--- src/rtl/wsd_pkg.sv ---
// wsd_pkg: shared types and constants for the WebSocket frame deframer.
// Used by wsd_parser, wsd_queue and websocket_frame_deframer.
package wsd_pkg;

	localparam int MAX_MESSAGE_BYTES = 4096;
	localparam int PREFIX_BYTES      = 2;
	localparam int QUEUE_DEPTH       = 4;
	localparam int QUEUE_AW          = $clog2(QUEUE_DEPTH);
	localparam int QUEUE_CW          = $clog2(QUEUE_DEPTH + 1);

	localparam logic [3:0] OP_CONT  = 4'h0;
	localparam logic [3:0] OP_TEXT  = 4'h1;
	localparam logic [3:0] OP_BIN   = 4'h2;
	localparam logic [3:0] OP_CLOSE = 4'h8;
	localparam logic [3:0] OP_PING  = 4'h9;
	localparam logic [3:0] OP_PONG  = 4'hA;

	localparam logic [1:0] KIND_MSG   = 2'd0;
	localparam logic [1:0] KIND_PING  = 2'd1;
	localparam logic [1:0] KIND_CLOSE = 2'd2;
	localparam logic [1:0] KIND_EMPTY = 2'd3;

	localparam logic [1:0] CC_NORMAL = 2'd0;
	localparam logic [1:0] CC_PROTO  = 2'd1;
	localparam logic [1:0] CC_UNSUP  = 2'd2;
	localparam logic [1:0] CC_BIG    = 2'd3;

	localparam logic [6:0] LEN_EXT16 = 7'd126;
	localparam logic [6:0] LEN_EXT64 = 7'd127;
	localparam logic [15:0] PING_MAX = 16'd125;

	typedef struct packed {
		logic [1:0] kind;
		logic [7:0] data;
		logic [1:0] code;
		logic       flast;
		logic       mend;
		logic       pok;
	} result_t;

	typedef struct packed {
		logic full;
		logic empty;
	} queue_stat_t;

	function automatic logic prefix_match(input logic [16:0] total, input logic [15:0] pv);
		logic [16:0] exp;
		exp = total - 17'(PREFIX_BYTES);
		return (total >= 17'(PREFIX_BYTES)) && ({1'b0, pv} == exp);
	endfunction

endpackage

--- src/rtl/wsd_parser.sv ---
// wsd_parser: front end, parses header, length and mask, unmasks payload.
// Emits at most one result per accepted byte. Depends on wsd_pkg.
module wsd_parser (
	input  logic             clk,
	input  logic             arst_n,
	input  logic             beat_en,
	input  logic [7:0]       data_byte,
	output logic             res_valid,
	output wsd_pkg::result_t res
);
	import wsd_pkg::*;

	localparam logic [3:0] PH_HDR0    = 4'd0;
	localparam logic [3:0] PH_HDR1    = 4'd1;
	localparam logic [3:0] PH_EXT0    = 4'd2;
	localparam logic [3:0] PH_EXT1    = 4'd3;
	localparam logic [3:0] PH_MASK0   = 4'd4;
	localparam logic [3:0] PH_MASK1   = 4'd5;
	localparam logic [3:0] PH_MASK2   = 4'd6;
	localparam logic [3:0] PH_MASK3   = 4'd7;
	localparam logic [3:0] PH_PAYLOAD = 4'd8;

	logic [3:0]  phase_q, phase_d;
	logic        fin_q, fin_d;
	logic [3:0]  opcode_q, opcode_d;
	logic        rsv_q, rsv_d;
	logic [15:0] plen_q, plen_d;
	logic [15:0] pidx_q, pidx_d;
	logic [31:0] key_q, key_d;
	logic [15:0] mtotal_q, mtotal_d;
	logic [15:0] prefix_q, prefix_d;
	logic        halted_q, halted_d;

	logic [15:0] len_val;
	logic [16:0] len_sum;
	logic        is_msg;
	logic [7:0]  key_byte;
	logic [7:0]  data_x;
	logic [16:0] pidx_inc;
	logic        last;
	logic [16:0] pos;
	logic [16:0] total;

	assign is_msg   = (opcode_q == OP_BIN) || (opcode_q == OP_CONT);
	assign len_val  = (phase_q == PH_EXT1) ? {plen_q[15:8], data_byte} : {9'd0, data_byte[6:0]};
	assign len_sum  = {1'b0, mtotal_q} + {1'b0, len_val};
	assign key_byte = key_q[8 * (3 - pidx_q[1:0]) +: 8];
	assign data_x   = data_byte ^ key_byte;
	assign pidx_inc = {1'b0, pidx_q} + 17'd1;
	assign last     = pidx_inc >= {1'b0, plen_q};
	assign pos      = {1'b0, mtotal_q} + {1'b0, pidx_q};
	assign total    = {1'b0, mtotal_q} + {1'b0, plen_q};

	always_comb begin
		phase_d   = phase_q;
		fin_d     = fin_q;
		opcode_d  = opcode_q;
		rsv_d     = rsv_q;
		plen_d    = plen_q;
		pidx_d    = pidx_q;
		key_d     = key_q;
		mtotal_d  = mtotal_q;
		prefix_d  = prefix_q;
		halted_d  = halted_q;
		res_valid = 1'b0;
		res       = '0;
		if (!halted_q) begin
			unique case (phase_q)
				PH_HDR0: begin
					fin_d    = data_byte[7];
					opcode_d = data_byte[3:0];
					rsv_d    = |data_byte[6:4];
					phase_d  = PH_HDR1;
				end
				PH_HDR1, PH_EXT1: begin
					if (phase_q == PH_HDR1 && (!data_byte[7] || rsv_q)) begin
						halted_d = 1'b1;
						res_valid = 1'b1;
						res.kind = KIND_CLOSE;
						res.code = CC_PROTO;
					end else if (phase_q == PH_HDR1 && data_byte[6:0] == LEN_EXT64) begin
						halted_d = 1'b1;
						res_valid = 1'b1;
						res.kind = KIND_CLOSE;
						res.code = CC_BIG;
					end else if (phase_q == PH_HDR1 && data_byte[6:0] == LEN_EXT16) begin
						rsv_d   = 1'b0;
						phase_d = PH_EXT0;
					end else begin
						rsv_d   = 1'b0;
						plen_d  = len_val;
						phase_d = PH_MASK0;
						priority if (opcode_q == OP_TEXT) begin
							halted_d = 1'b1;
							res_valid = 1'b1;
							res.kind = KIND_CLOSE;
							res.code = CC_UNSUP;
						end else if (opcode_q == OP_CLOSE) begin
							halted_d = 1'b1;
							res_valid = 1'b1;
							res.kind = KIND_CLOSE;
							res.code = CC_NORMAL;
						end else if (opcode_q == OP_PING) begin
							if (len_val > PING_MAX) begin
								halted_d = 1'b1;
								res_valid = 1'b1;
								res.kind = KIND_CLOSE;
								res.code = CC_BIG;
							end
						end else if (opcode_q == OP_PONG) begin
						end else if (is_msg) begin
							if (len_sum > 17'(MAX_MESSAGE_BYTES)) begin
								halted_d = 1'b1;
								res_valid = 1'b1;
								res.kind = KIND_CLOSE;
								res.code = CC_BIG;
							end
						end else begin
							halted_d = 1'b1;
							res_valid = 1'b1;
							res.kind = KIND_CLOSE;
							res.code = CC_PROTO;
						end
					end
				end
				PH_EXT0: begin
					plen_d  = {data_byte, 8'd0};
					phase_d = PH_EXT1;
				end
				PH_MASK0, PH_MASK1, PH_MASK2: begin
					key_d   = {key_q[23:0], data_byte};
					phase_d = phase_q + 4'd1;
				end
				PH_MASK3: begin
					key_d  = {key_q[23:0], data_byte};
					pidx_d = '0;
					if (plen_q != '0) begin
						phase_d = PH_PAYLOAD;
					end else begin
						phase_d = PH_HDR0;
						if (is_msg && fin_q) begin
							mtotal_d  = '0;
							res_valid = 1'b1;
							res.kind  = KIND_EMPTY;
							res.mend  = 1'b1;
							res.pok   = prefix_match({1'b0, mtotal_q}, prefix_q);
						end
					end
				end
				PH_PAYLOAD: begin
					if (is_msg) begin
						if (pos == 17'd0)
							prefix_d = {prefix_q[15:8], data_x};
						else if (pos == 17'd1)
							prefix_d = {data_x, prefix_q[7:0]};
					end
					pidx_d   = pidx_inc[15:0];
					res.data = data_x;
					if (is_msg) begin
						res_valid = 1'b1;
						res.kind  = KIND_MSG;
					end else if (opcode_q == OP_PING) begin
						res_valid = 1'b1;
						res.kind  = KIND_PING;
					end
					if (last) begin
						phase_d   = PH_HDR0;
						pidx_d    = '0;
						res.flast = 1'b1;
						if (is_msg) begin
							if (fin_q) begin
								mtotal_d = '0;
								res.mend = 1'b1;
								res.pok  = prefix_match(total, prefix_d);
							end else begin
								mtotal_d = total[15:0];
							end
						end
					end
				end
				default: begin
					phase_d = PH_HDR0;
				end
			endcase
		end
	end

	always_ff @(posedge clk or negedge arst_n) begin
		if (!arst_n) begin
			phase_q  <= PH_HDR0;
			fin_q    <= 1'b0;
			opcode_q <= '0;
			rsv_q    <= 1'b0;
			plen_q   <= '0;
			pidx_q   <= '0;
			key_q    <= '0;
			mtotal_q <= '0;
			prefix_q <= '0;
			halted_q <= 1'b0;
		end else if (beat_en) begin
			phase_q  <= phase_d;
			fin_q    <= fin_d;
			opcode_q <= opcode_d;
			rsv_q    <= rsv_d;
			plen_q   <= plen_d;
			pidx_q   <= pidx_d;
			key_q    <= key_d;
			mtotal_q <= mtotal_d;
			prefix_q <= prefix_d;
			halted_q <= halted_d;
		end
	end

endmodule

--- src/rtl/wsd_queue.sv ---
// wsd_queue: short result queue between parser and output; head drives the port.
// Depends on wsd_pkg.
module wsd_queue (
	input  logic                 clk,
	input  logic                 arst_n,
	input  logic                 push,
	input  wsd_pkg::result_t     push_res,
	input  logic                 pop,
	output wsd_pkg::result_t     head,
	output wsd_pkg::queue_stat_t stat
);
	import wsd_pkg::*;

	result_t               mem_q [QUEUE_DEPTH];
	logic [QUEUE_AW-1:0]   wptr_q;
	logic [QUEUE_AW-1:0]   rptr_q;
	logic [QUEUE_CW-1:0]   count_q;

	assign stat.full  = (count_q == QUEUE_CW'(QUEUE_DEPTH));
	assign stat.empty = (count_q == '0);
	assign head       = mem_q[rptr_q];

	always_ff @(posedge clk) begin
		if (push)
			mem_q[wptr_q] <= push_res;
	end

	always_ff @(posedge clk or negedge arst_n) begin
		if (!arst_n) begin
			wptr_q  <= '0;
			rptr_q  <= '0;
			count_q <= '0;
		end else begin
			if (push)
				wptr_q <= wptr_q + QUEUE_AW'(1);
			if (pop)
				rptr_q <= rptr_q + QUEUE_AW'(1);
			if (push && !pop)
				count_q <= count_q + QUEUE_CW'(1);
			else if (pop && !push)
				count_q <= count_q - QUEUE_CW'(1);
		end
	end

endmodule

--- src/rtl/websocket_frame_deframer.sv ---
// websocket_frame_deframer: top level, parser front end feeding a result queue.
// Depends on wsd_pkg, wsd_parser, wsd_queue.
//
//   channel | valid        | stall        | payload
//   input   | data_valid   | data_stall   | data_byte
//   output  | result_valid | result_stall | out_kind out_byte close_code
//           |              |              | frame_last message_end prefix_ok
//
// One byte per cycle while data_stall is low; each result is registered into the
// queue and reaches the output once the entries ahead of it have been taken.
// data_stall rises only when the four-entry result queue is full.
// Reset clears the parser state and empties the queue; after a close the
// block keeps taking bytes and gives no result until reset.
module websocket_frame_deframer (
	input  logic       clk,
	input  logic       arst_n,
	input  logic       data_valid,
	output logic       data_stall,
	input  logic [7:0] data_byte,
	output logic       result_valid,
	input  logic       result_stall,
	output logic [1:0] out_kind,
	output logic [7:0] out_byte,
	output logic [1:0] close_code,
	output logic       frame_last,
	output logic       message_end,
	output logic       prefix_ok
);
	import wsd_pkg::*;

	logic        beat_in;
	logic        beat_out;
	logic        res_valid;
	result_t     res;
	result_t     head;
	queue_stat_t stat;

	assign data_stall   = stat.full;
	assign result_valid = !stat.empty;
	assign beat_in      = data_valid && !data_stall;
	assign beat_out     = result_valid && !result_stall;

	wsd_parser u_parser (
		.clk       (clk),
		.arst_n    (arst_n),
		.beat_en   (beat_in),
		.data_byte (data_byte),
		.res_valid (res_valid),
		.res       (res)
	);

	wsd_queue u_queue (
		.clk      (clk),
		.arst_n   (arst_n),
		.push     (beat_in && res_valid),
		.push_res (res),
		.pop      (beat_out),
		.head     (head),
		.stat     (stat)
	);

	assign out_kind    = head.kind;
	assign out_byte    = head.data;
	assign close_code  = head.code;
	assign frame_last  = head.flast;
	assign message_end = head.mend;
	assign prefix_ok   = head.pok;

	// close is the last result ever queued
	a_close_last: assert property (@(posedge clk) disable iff (!arst_n)
		beat_out && out_kind == KIND_CLOSE |=> !result_valid)
		else $error("result after close");

	a_full_has_head: assert property (@(posedge clk) disable iff (!arst_n)
		data_stall |-> result_valid)
		else $error("stall with empty queue");

	a_close_flags: assert property (@(posedge clk) disable iff (!arst_n)
		result_valid && out_kind == KIND_CLOSE |-> !frame_last && !message_end)
		else $error("close carries frame flags");

	a_pok_end: assert property (@(posedge clk) disable iff (!arst_n)
		result_valid && prefix_ok |-> message_end)
		else $error("prefix_ok outside message end");

endmodule

--- config.mk ---
export PLATFORM = sky130hd
export DESIGN_NAME = websocket_frame_deframer
export DESIGN_NICKNAME = d
export VERILOG_FILES = /design/src/rtl/wsd_pkg.sv /design/src/rtl/wsd_parser.sv /design/src/rtl/wsd_queue.sv /design/src/rtl/websocket_frame_deframer.sv
export SDC_FILE = /design/constraint.sdc
export NUM_CORES = 1
export LEC_CHECK = 0
export BUFFER_PORTS_ARGS = -buffer_cell sky130_fd_sc_hd__buf_2
export CORE_MARGIN = 1.5
export CORE_UTILIZATION = 51
export DETAILED_ROUTE_END_ITERATION = 6
export HOLD_SLACK_MARGIN = 0.06
export MAX_ROUTING_LAYER = met4
export PLACE_DENSITY = 0.67
export SETUP_SLACK_MARGIN = 0.1
export SKIP_LAST_GASP = 1
export SYNTH_ARGS = -nofsm -noshare
export SYNTH_HDL_FRONTEND = slang
export SYNTH_SLANG_ARGS = --single-unit
--- constraint.sdc ---
create_clock -name clk -period 7.3 [get_ports clk]
set_input_delay 2.19 -clock clk [delete_from_list [all_inputs] [get_ports clk]]
set_output_delay 2.19 -clock clk [all_outputs]
set_load 0.05 [all_outputs]
# Word-level counts from Yosys, hierarchy flattened
# Memory sizes are Yosys's and may differ from the RTL's.
# Index checks and enable logic that the tools add are counted.
# Widths: inputs -> output; s select.
[op_classes] addsub=12 order_cmp=5 n_eq_ne=26 shifts=1 muxes=84 bitwise=2 n_reduce_logical=40
[ops] op="$mux 16" count=15
[ops] op="$pmux 16 s2" count=3
[ops] op="$mux 2" count=28
[ops] op="$add 16x16->17" count=3
[ops] op="$eq 16x17->1" count=2
[ops] op="$shiftx 32x33->8" count=1
[ops] op="$pmux 4 s6" count=1
[ops] op="$mux 1" count=23
[ops] op="$add 16x1->17 const B" count=1
[ops] op="$eq 17x1->1 const B" count=1
[ops] op="$ge 17x16->1" count=1
[ops] op="$ge 17x2->1 const B" count=1
[ops] op="$gt 17x13->1 const B" count=1
[ops] op="$logic_not 17->1" count=1
[ops] op="$sub 16x2->17 const B" count=1
[ops] op="$sub 17x2->17 const B" count=1
[ops] op="$eq 4x3->1 const B" count=4
[ops] op="$eq 4x4->1 const B" count=4
[ops] op="$ge 16x2->1 const B" count=1
[ops] op="$gt 16x7->1 const B" count=1
[ops] op="$mux 4" count=4
[ops] op="$reduce_bool 16->1" count=1
[ops] op="$mux 15" count=1
[ops] op="$eq 7x7->1 const B" count=2
[ops] op="other kinds (31)" count=68
[totals] reg_bits=114 ram_bits=60 out_inout_bits=17 word_cells=184 memories=1
[memory_table] memory="u_queue.mem_q" words=4 width=15 read_ports=1 rd_clocked_by_memory_dff=0 wr=1 line="wsd_queue.sv:14" source="result_t mem_q [QUEUE_DEPTH];"

# Longest topological paths before layout
# Gate-level depths: netlist of the first run.
[logic_depth] ltp_word=20 ltp_mapped=22 mapped_depth_nobuf=21

# Cells and area by module
# A second synthesis of the first run with hierarchy kept.
[unflattened] cells_unflattened=1206 area_unflattened_um2=11956.5
[by_module_without_submodules] mod="wsd_parser" n_inst=1 cells_each=1089 area_per_inst_um2=9336.5
[by_module_without_submodules] mod="wsd_queue" n_inst=1 cells_each=113 area_per_inst_um2=2597.5
[by_module_without_submodules] mod="websocket_frame_deframer" n_inst=1 cells_each=4 area_per_inst_um2=22.5

# Worst setup path before layout of the first run
# OpenSTA, ideal clock, no wires.
[synth_timing] kind="input -> register" start="input data_byte[0]" end="register u_queue.count_q[1]" arrival_ps=6136 required_time_ps=7175 slack_ps=1039 path_stages=17 n_path_buf=0 path_cell_list="ha_1 > fa_1 > a21o_1 > a21oi_1 > o21ai_0 > a311oi_1 > o21ai_0 > a2111oi_0 > a21oi_1 > nor4bb_1 > a21oi_1 > nor3b_1 > a21oi_1 > ha_1 > inv_1 > fa_1 > mux2_2"
[synth_via] elab_chain_len=18
[synth_lines] item="start: declaration" line="websocket_frame_deframer.sv:19" source="input logic [7:0] data_byte,"
[synth_lines] item="$mux 16" line="wsd_parser.sv:45" source="assign len_val = (phase_q == PH_EXT1) ? {plen_q[15:8], data_byte} : {9'd0, data_byte[6:0]};"
[synth_lines] item="$add 16x16->17" line="wsd_parser.sv:46" source="assign len_sum = {1'b0, mtotal_q} + {1'b0, len_val};"
[synth_lines] item="$gt 17x13->1" line="wsd_parser.sv:112" source="if (len_sum > 17'(MAX_MESSAGE_BYTES)) begin"
[synth_lines] item="$mux 1" line="wsd_parser.sv:112"
[synth_lines] item="$mux 1" line="wsd_parser.sv:111" source="end else if (is_msg) begin"
[synth_lines] item="$mux 1" line="wsd_parser.sv:110" source="end else if (opcode_q == OP_PONG) begin"
[synth_lines] item="$mux 1" line="wsd_parser.sv:103" source="end else if (opcode_q == OP_PING) begin"
[synth_lines] item="$mux 1" line="wsd_parser.sv:98" source="end else if (opcode_q == OP_CLOSE) begin"
[synth_lines] item="[... 3 more ...]"
[synth_lines] item="$mux 1 *" line="wsd_parser.sv:76" source="if (phase_q == PH_HDR1 && (!data_byte[7] || rsv_q)) begin"
[synth_lines] item="$pmux 1 s3 *" line="wsd_parser.sv:68" source="unique case (phase_q)"
[synth_lines] item="$mux 1 *" line="wsd_parser.sv:67" source="if (!halted_q) begin"
[synth_lines] item="$logic_and 1x1->1 *" line="websocket_frame_deframer.sv:55" source=".push (beat_in && res_valid),"
[synth_lines] item="named net u_queue.push" line="wsd_queue.sv:6" source="input logic push,"
[synth_lines] item="$logic_not 1->1" line="wsd_queue.sv:40" source="else if (pop && !push)"
[synth_lines] item="$logic_and 1x1->1" line="wsd_queue.sv:40"
[synth_lines] item="$reduce_bool 2->1 (no source line)"
[synth_lines] item="end signal: assignment" line="wsd_queue.sv:39" source="count_q <= count_q + QUEUE_CW'(1);"
[synth_lines] item="end signal: assignment" line="wsd_queue.sv:41" source="count_q <= count_q - QUEUE_CW'(1);"
[synth_lines] item="end: declaration" line="wsd_queue.sv:17" source="logic [QUEUE_CW-1:0] count_q;"
# The timed path passes the listed nets; every way through them passes the cells marked *.
# A chain may end at the register's enable or synchronous reset.

# Worst setup path after layout of the first run
# Same ends and word-level chain as after synthesis.

==> out/qor.txt, run 1 <==
cts bufs inserted: 17
ANT nets after route: 0
Clock H-tree levels: 4
WP data required: 7620 ps
Initial Util: 51.8%
hold_ws: 482 ps
Worst-Margin Slew: 1040 ps
Yosys top cell area share: 23.6%
Crit. End Element: register
Mapped Area: 0.0121 sq mm
Leak: 5.54 nW
xor and xnor fraction of the mapped netlist area: 7.54%
Via density: 6.19
DIE WIDTH: 157 um
Worst Hold Path Cells: 1
Synth Area per Inst: 9.84 sq um
final setup vio count: 0
largest family of logic cells by synthesized area: simple AND/OR/NAND/NOR gates
Design Area, Final: 0.0131 sq mm
critical path cell sequence: buf_2, ha_1, fa_1, a21o_1, a21oi_1, o21ai_0, a311oi_1, o21ai_0, a2111oi_0, a21oi_1, nor4bb_1, a21oi_1, nor3b_1, a21oi_1, ha_1, inv_1, fa_1, mux2_2
GRT Total Usage: 28.4%
crit-path leading delay family: compound AO/OA/AOI/OAI gates
number of synthesized register bits: 174
commonest cells after routing, fill and taps aside: 132 x nand2_1, 114 x dfrtp_1, 84 x nor2_1, 84 x o21ai_0, 73 x ha_1
Slew Limit Fails: 0
CTS Root Cell: clkbuf_16
clock skew: 15.4 ps
vias: 9747
Period minus WS final: 6540 ps
RSZ-0062 raised after global routing: false
startpoint types: input port
Max Cap Viol: 0
largest net degree at the start of global routing: 65
Yosys cell types: 81
relative slew slack: 30.8%
post-route setup TNS: 0 ps
crit share post-route: 89.6%
initial DRC count: 796
clk_lat worst skew: 440 ps
# DRC: 0
most common cell after layout, fill and taps aside: nand2_1
clock buffer depth: 2
final design utilization: 56.3%
adder-cell area share of the yosys netlist: 8.22%
total clock sinks: 174
Post-synth ARST share: 65.5%
final WL: 32300 um
total gr overflow: 0
Pre-antenna DRT Iters: 5
Seq/Total Area, Yosys: 38.5%
Setup Fix Bufs, Post-CTS: 0
quantity of I/O buffers inserted on ports: 28
# hold bufs at CTS: 0
Area Overhead vs Synth: 8.72%
WL per Instance: 20.5 um
PostCTS Resize Cnt: 0
Placement Cell Area: 0.0125 sq mm
CP max FO: 7
compound-gate portion of the synthesized area: 15.2%
critical path's slowest cell: fa_1
Post-Synth Simple-Gate Area: 17.3%
HPWL after detailed placement: 24100 um
mux share of post-synthesis cell area: 9.78%
cell count after synthesis: 1228
final hold vios: 0
Most common cell on crit path: a21oi_1
Synth Flop Type: dfrtp_1
Die ar.: 0.0246 sq mm
worst hold path class: reg -> reg
Rows: 56
Syn Nets: 1317
status: complete, no violations
biggest area consumer among synthesized cells: dfrtp_1
cell depth of the worst setup path: 18
crit-path max cell delay: 440 ps
EDFF count, synth: 60
WS Path Type: in -> reg
worst vdd ir: 0.211 mV
Die Y: 157 um
vias in the first global route: 9136
dominant cells by area after synthesis: dfrtp_1 24%, edfxtp_1 15%, ha_1 7.6%, xnor2_1 4.8%, mux4_2 4.3%
yosys warns: 0
fin nets: 1330
Clock transition at path regs: 70 ps
Final Wtd Congestion: 0.938
total I/O pin count: 29
ratio of cells with drive above 1 in the final layout: 12.5%
Max Clock Freq: 153 MHz
first-pass GRT wire length: 51000 um
arrival time at the worst endpoint: 6870 ps
worst path buffer plus inverter count: 2
TritonCTS clock tree: built
Cell Pwr Density: 344 mW/mm^2
core area: 0.0233 sq mm
initial antenna violation count: 0
R2R depth: 14
[metal layers]
layer	share of wire [%]	track usage (%)	vias up
met5	0	-	-
met4	2.2	8.07	0
met3	8.6	5.51	54
met2	45	41.4	395
met1	45	40.2	4735
li1	-	-	4563
[flip-flops by register name, summed over array words and instances (netlist names)]
| name | count |
|---|---|
| u_queue.mem_q | 60 |
| u_parser.opcode_q | 4 |
| u_parser.fin_q | 1 |
| u_parser.plen_q | 16 |
| u_parser.prefix_q | 16 |
| u_parser.pidx_q | 16 |
| u_parser.halted_q | 1 |
| u_queue.count_q | 3 |
| u_queue.wptr_q | 2 |
| u_parser.phase_q | 4 |
| u_queue.rptr_q | 2 |
| u_parser.rsv_q | 1 |
| u_parser.mtotal_q | 16 |
| u_parser.key_q | 32 |
[worst paths after layout]
kind / endpoint / from / slack [ps]
hold reg to reg: u_queue.count_q[2] / u_queue.count_q[2] / 480
hold / removal: u_queue.count_q[2] / u_queue.count_q[2] / 480
setup / recovery: u_queue.count_q[1] / data_byte[0] / 760
max in group asynchronous: u_parser.plen_q[11] / arst_n / 4240
setup reg to reg: u_queue.mem_q[0][0] / u_parser.mtotal_q[1] / 1670
min in group asynchronous: u_parser.prefix_q[9] / arst_n / 1850
[synth_stat cells, types with 9 or more instances]
cell type	n
ha_1	73
edfxtp_1	60
nor3_1	21
nand2b_1	14
dfrtp_1	114
nor4_1	16
nand3_1	45
nor2_1	84
o21ai_0	84
mux2_2	40
clkbuf_1	37
nor3b_1	12
nor2b_1	9
xor2_1	38
mux2i_1	19
xnor2_1	66
a21oi_1	47
mux4_2	23
nand2_1	132
a21o_1	19
and3_1	11
and2_1	10
a211oi_1	11
inv_1	58
o31ai_1	19
or3_1	9
nand4_1	10
[per-stage QoR]
step	cells	setup slack, ps	total power, mW
floorplan	1228	1040	3.02
global placement	1541	485	3.54
detailed placement	1541	407	3.58
CTS	1573	849	4.51
global route	1573	281	4.81
finish	1574	757	4.52
[where the power goes]
group	switching, mW	internal [mW]	leakage [nW]
combinational	1.25	0.861	3.15
sequential	0.301	1.19	2.10
clock	0.456	0.467	0.291
[cell type report]
type | instances | area (sq um)
Antenna cell | 1 | 2.50
Clock buffer | 17 | 425
Clock inverter | 15 | 170
Fill cell | 2024 | 10200
Inverter | 58 | 218
Multi-Input combinational cell | 948 | 7020
Sequential cell | 174 | 4650
Tap cell | 319 | 399
Timing Repair Buffer | 42 | 248
[logic make-up after synthesis]
logic type	after synthesis
flip-flops	174
AO/OA/AOI/OAI	273
AND/OR/NAND/NOR	410
XOR/XNOR	104
buffers and inverters	106
adder cells (fa/ha/maj)	77
multiplexers	84
[worst reg2reg max path: cells and delay by family, from the launching register on]
family / cells / cell delay (ps)
AO/OA/AOI/OAI: 3 / 1200
buffers and inverters: 1 / 310
adder cells (fa/ha/maj): 1 / 480
multiplexers: 1 / 320
XOR/XNOR: 1 / 90
flip-flops: 1 / 740
AND/OR/NAND/NOR: 7 / 2220
Power figures use the tool's default switching activity.
==> run 2: changes to the inputs <==
Settings changed: ABC_AREA set to 1.
==> out/qor.txt, run 2 <==
clock buffer depth: 2
fillcell total: 2410
Largest regs: u_queue.mem_q (60), u_parser.key_q (32)
critical path's slowest cell: fa_1
EDFF count, synth: 60
Final Power: 2.67 mW
Initial Util: 52.3%
cts bufs inserted: 17
Rows: 57
CP max FO: 7
worst hold path class: reg -> reg
Setup Fix Bufs, Post-CTS: 0
Clock Power Share: 35.6%
Syn Nets: 1907
worst vdd ir: 0.188 mV
largest net degree at the start of global routing: 66
Yosys top cell area share: 22.2%
crit-path max cell delay: 440 ps
Seq/Total Area, Yosys: 36.3%
total I/O pin count: 29
Net Sw Frac: 38.0%
arrival time at the worst endpoint: 5910 ps
worst hold start: u_parser.key_q[29]
Max Cap Viol: 0
Yosys cell types: 48
total gr overflow: 0
Leak: 6.75 nW
final design utilization: 56.9%
Worst R2R End: u_parser.mtotal_q[4]
fin cells: 2180
Inserted Diodes: 0
status: complete, no violations
Synth Flop Type: dfrtp_1
most instantiated cells after synthesis: 454 x nand2_1, 278 x inv_1, 195 x nor2_1
crit share post-route: 76.4%
cell count after synthesis: 1818
Cell Pwr Density: 192 mW/mm^2
ratio of cells with drive above 1 in the final layout: 5.77%
hold_ws: 490 ps
final WL: 38700 um
vias: 11978
Crit. End Element: register
Pre-antenna DRT Iters: 7
Clock H-tree levels: 4
ANT nets after route: 0
max FFs per register: 60
fin nets: 1932
Area Overhead vs Synth: 8.75%
initial DRC count: 929
post-route setup TNS: 0 ps
Net Switching: 1.02 mW
final hold vios: 0
number of synthesized register bits: 174
Die Y: 162 um
# DRC: 0
Top reg by flops: u_queue.mem_q
most common cell after layout, fill and taps aside: nand2_1
R2R depth: 23
WS Path Type: in -> reg
HPWL after detailed placement: 30100 um
WP data required: 7630 ps
clock skew: 17.0 ps
GRT Total Usage: 31.3%
core area: 0.0245 sq mm
R2R Path Start: u_parser.pidx_q[0]
commonest cells after routing, fill and taps aside: 454 x nand2_1, 278 x inv_1, 195 x nor2_1
biggest area consumer among synthesized cells: dfrtp_1
# hold bufs at CTS: 0
placed cells: 2148
Worst-Margin Slew: 1090 ps
vias in the first global route: 11088
Worst Hold Path Cells: 2
PostCTS Resize Cnt: 0
WL per Instance: 17.7 um
startpoint types: input port
Mapped Area: 0.0128 sq mm
Via density: 5.49
register share of total power: 40.6%
total clock sinks: 174
first-pass GRT wire length: 60300 um
CTS Root Cell: clkbuf_16
combinational share of power: 23.8%
DIE WIDTH: 162 um
clk_lat worst skew: 440 ps
Final Wtd Congestion: 0.987
Die ar.: 0.0261 sq mm
dominant cells by area after synthesis: dfrtp_1 22%, edfxtp_1 14%, nand2_1 13%, inv_1 8.1%, ha_1 7.1%
Reg2Reg Setup Slack: 2340 ps
quantity of I/O buffers inserted on ports: 28
Synth Area per Inst: 7.06 sq um
relative slew slack: 27.3%
Max Clock Freq: 179 MHz
Pint: 1.66 mW
Period minus WS final: 5570 ps
final setup vio count: 0
most common cell in the netlist: nand2_1
TritonCTS clock tree: built
RSZ-0062 raised after global routing: false
Clock transition at path regs: 80 ps
initial antenna violation count: 0
Post-synth ARST share: 65.5%
Slew Limit Fails: 0
yosys warns: 0
Hold Path End: u_parser.key_q[29]
[run 2: cell count changes after synthesis, moves of 19 or more]
cell,delta
o21ai_0,+70
nand3_1,+86
nand4_1,+25
o22ai_1,+26
nor2_1,+111
mux2_2,-39
a21oi_1,+30
mux2i_1,-19
nand2_1,+322
inv_1,+220
mux4_2,-23
xnor2_1,-53
[run 2: final cells by class]
cell class	count	area, sq um	share of cell area (%)
multi-input combinational	1324	6970	50.0
sequential	174	4650	33.4
inverter	289	1080	7.78
clock buffer	17	425	3.05
tap	324	405	2.91
timing repair buffer	37	210	1.51
clock inverter	15	199	1.43
[run 2: logic make-up (layout without fill, tap and decap cells)]
logic type      Yosys count  after routing  share of synthesized area, %
simple gates            886            886                          29.7
buf+inv                 320            358                          9.47
compound gates          299            299                          12.5
flops                   174            174                          36.3
fa+ha+maj                77             77                          7.74
xor+xnor                 61             61                          4.17
mux                       1              1                        0.0878
[run 2: how the worst max path moves through the flow]
stage | from | to | slack, ps | cells past startpoint
after global routing | data_byte[0] | u_queue.count_q[2] | 1380 | 28
after floorplan | data_byte[0] | u_queue.count_q[1] | 1960 | 24
after global placement | data_byte[0] | u_queue.count_q[2] | 1410 | 28
final | data_byte[0] | u_queue.count_q[1] | 1730 | 25
after detailed placement | data_byte[0] | u_queue.count_q[1] | 1310 | 25
after CTS | data_byte[0] | u_queue.count_q[1] | 1740 | 25
[run 2: worst max-delay path, delay by kind of cell]
family	cells	cell delay [ps]
compound gates	1	230
fa+ha+maj	4	1310
buf+inv	4	410
mux	1	270
simple gates	15	1480
[run 2: metrics by stage]
| stage | setup WS (ps) | cell area, sq um |
|---|---|---|
| 2_1_floorplan | 1960 | 12800 |
| 3_3_place_gp | 1410 | 13300 |
| 3_5_place_dp | 1310 | 13300 |
| 4_1_cts | 1740 | 13900 |
| 5_1_grt | 1380 | 13900 |
| 6_report | 1730 | 13900 |
[run 2: power by group through the flow]
stage               combinational (mW)  clock, mW  sequential [mW]
CTS                              0.639      0.962             1.08
floorplan                        0.503          0             1.07
finish                           0.636      0.952             1.08
global placement                 0.628          0             1.10
detailed placement               0.637          0             1.11
global route                     0.689       1.00             1.09
[run 2: routing by layer]
layer	global-route usage (%)	up-vias	wire [um]
li1	-	5977	-
met5	-	-	0
met4	11.1	0	1200
met3	5.11	74	2360
met1	41.9	5566	17700
met2	47.8	361	17400
==> run 3: changes to the inputs <==
Clock period 7.3 ns to 5.45 ns, I/O delays scaled along.
==> out/qor.txt, run 3 (synthesized netlist as in run 2, its figures left out) <==
CP max FO: 7
Leak: 6.79 nW
Net Switching: 1.38 mW
worst hold path class: reg -> reg
status: complete, no violations
cts bufs inserted: 17
vias: 12126
Clock Power Share: 35.7%
quantity of I/O buffers inserted on ports: 28
RSZ-0062 raised after global routing: false
Crit. End Element: register
Die Y: 162 um
fin cells: 2188
crit share post-route: 89.8%
Period minus WS final: 4900 ps
TritonCTS clock tree: built
Initial Util: 52.3%
Rows: 57
Worst-Margin Slew: 895 ps
relative slew slack: 40.3%
Cell Pwr Density: 257 mW/mm^2
WS Path Type: in -> reg
Slew Limit Fails: 0
Pre-antenna DRT Iters: 6
Inserted Diodes: 0
Via density: 5.54
most common cell after layout, fill and taps aside: nand2_1
Net Sw Frac: 38.2%
arrival time at the worst endpoint: 5230 ps
clock skew: 22.2 ps
# DRC: 0
first-pass GRT wire length: 62000 um
commonest cells after routing, fill and taps aside: 454 x nand2_1, 278 x inv_1, 195 x nor2_1
Die ar.: 0.0261 sq mm
ratio of cells with drive above 1 in the final layout: 6.17%
HPWL after detailed placement: 30400 um
fin nets: 1940
Clock transition at path regs: 80 ps
initial DRC count: 876
Setup Fix Bufs, Post-CTS: 0
post-route setup TNS: 0 ps
largest net degree at the start of global routing: 66
Max Clock Freq: 204 MHz
crit-path max cell delay: 440 ps
total gr overflow: 0
hold_ws: 493 ps
vias in the first global route: 11409
Largest regs: u_queue.mem_q (60), u_parser.key_q (32)
critical path's slowest cell: fa_1
placed cells: 2156
GRT Total Usage: 31.9%
startpoint types: input port
WL per Instance: 17.9 um
Area Overhead vs Synth: 9.26%
initial antenna violation count: 0
fillcell total: 2355
Max Cap Viol: 0
combinational share of power: 24.8%
final hold vios: 0
ANT nets after route: 0
core area: 0.0245 sq mm
Design Area, Final: 0.0140 sq mm
DIE WIDTH: 162 um
CTS Root Cell: clkbuf_16
# hold bufs at CTS: 0
Final Wtd Congestion: 0.989
Placement Cell Area: 0.0134 sq mm
worst vdd ir: 0.289 mV
max FFs per register: 60
clk_lat worst skew: 450 ps
PostCTS Resize Cnt: 0
register share of total power: 39.5%
Top reg by flops: u_queue.mem_q
clock buffer depth: 2
total clock sinks: 174
Clock H-tree levels: 4
Pint: 2.23 mW
final WL: 39200 um
Most common cell on crit path: nand2_1
final setup vio count: 0
WP data required: 5790 ps
total I/O pin count: 29
## run 3: cell count changes in the layout (fill, tap and decap cells not counted), sizes merged
cell    delta
buf        +8
clkinv     +2
inv        -2
## run 3: worst max-delay path: cells and delay by family
| kind | cells | cell delay, ps |
|---|---|---|
| AOI/OAI and AO/OA | 1 | 210 |
| muxes | 1 | 270 |
| and+or+nand+nor | 15 | 1330 |
| adders and majority gates | 4 | 1280 |
| buffers and inverters | 5 | 500 |
## run 3: metal layers
metal  global-route usage, %  part of all wire (%)  up-vias
met1                    42.6                    45     5678
met3                    4.90                   6.4       76
met4                    9.60                   2.9        0
li1                        -                     -     6010
met5                       -                     0        -
met2                    50.3                    45      362
## run 3: path summary, 6_finish.rpt
check | slack (ps) | startpoint | cells past startpoint | endpoint
min | 490 | u_parser.key_q[27] | 2 | u_parser.key_q[27]
max | 550 | data_byte[0] | 26 | u_queue.count_q[1]
min reg2reg | 490 | u_parser.key_q[27] | 2 | u_parser.key_q[27]
max in group asynchronous | 3240 | arst_n | 2 | u_parser.plen_q[7]
min in group asynchronous | 1280 | arst_n | 1 | u_parser.pidx_q[12]
max reg2reg | 700 | u_parser.pidx_q[0] | 24 | u_queue.mem_q[2][0]
## run 3: stage by stage
step	total power, mW	setup WS (ps)	utilization [%]
after floorplan	2.10	669	-
after global placement	2.33	213	54.6
after detailed placement	2.35	132	54.6
after CTS	3.62	583	57.1
after global routing	3.75	166	57.1
final	3.61	555	57.1
## run 3: cell type report
type	count	area, sq um	share of cell area [%]
Multi-Input combinational cell	1324	6970	49.7
Timing Repair Buffer	45	270	1.93
Sequential cell	174	4650	33.2
Clock buffer	17	425	3.04
Inverter	289	1080	7.74
Tap cell	324	405	2.89
Clock inverter	15	204	1.46
## run 3: power groups by stage
stage	clock network, mW	registers (mW)	logic [mW]
after global placement	0	1.45	0.879
final	1.29	1.42	0.895
after detailed placement	0	1.45	0.897
after global routing	1.34	1.43	0.978
after CTS	1.30	1.42	0.902
after floorplan	0	1.43	0.674
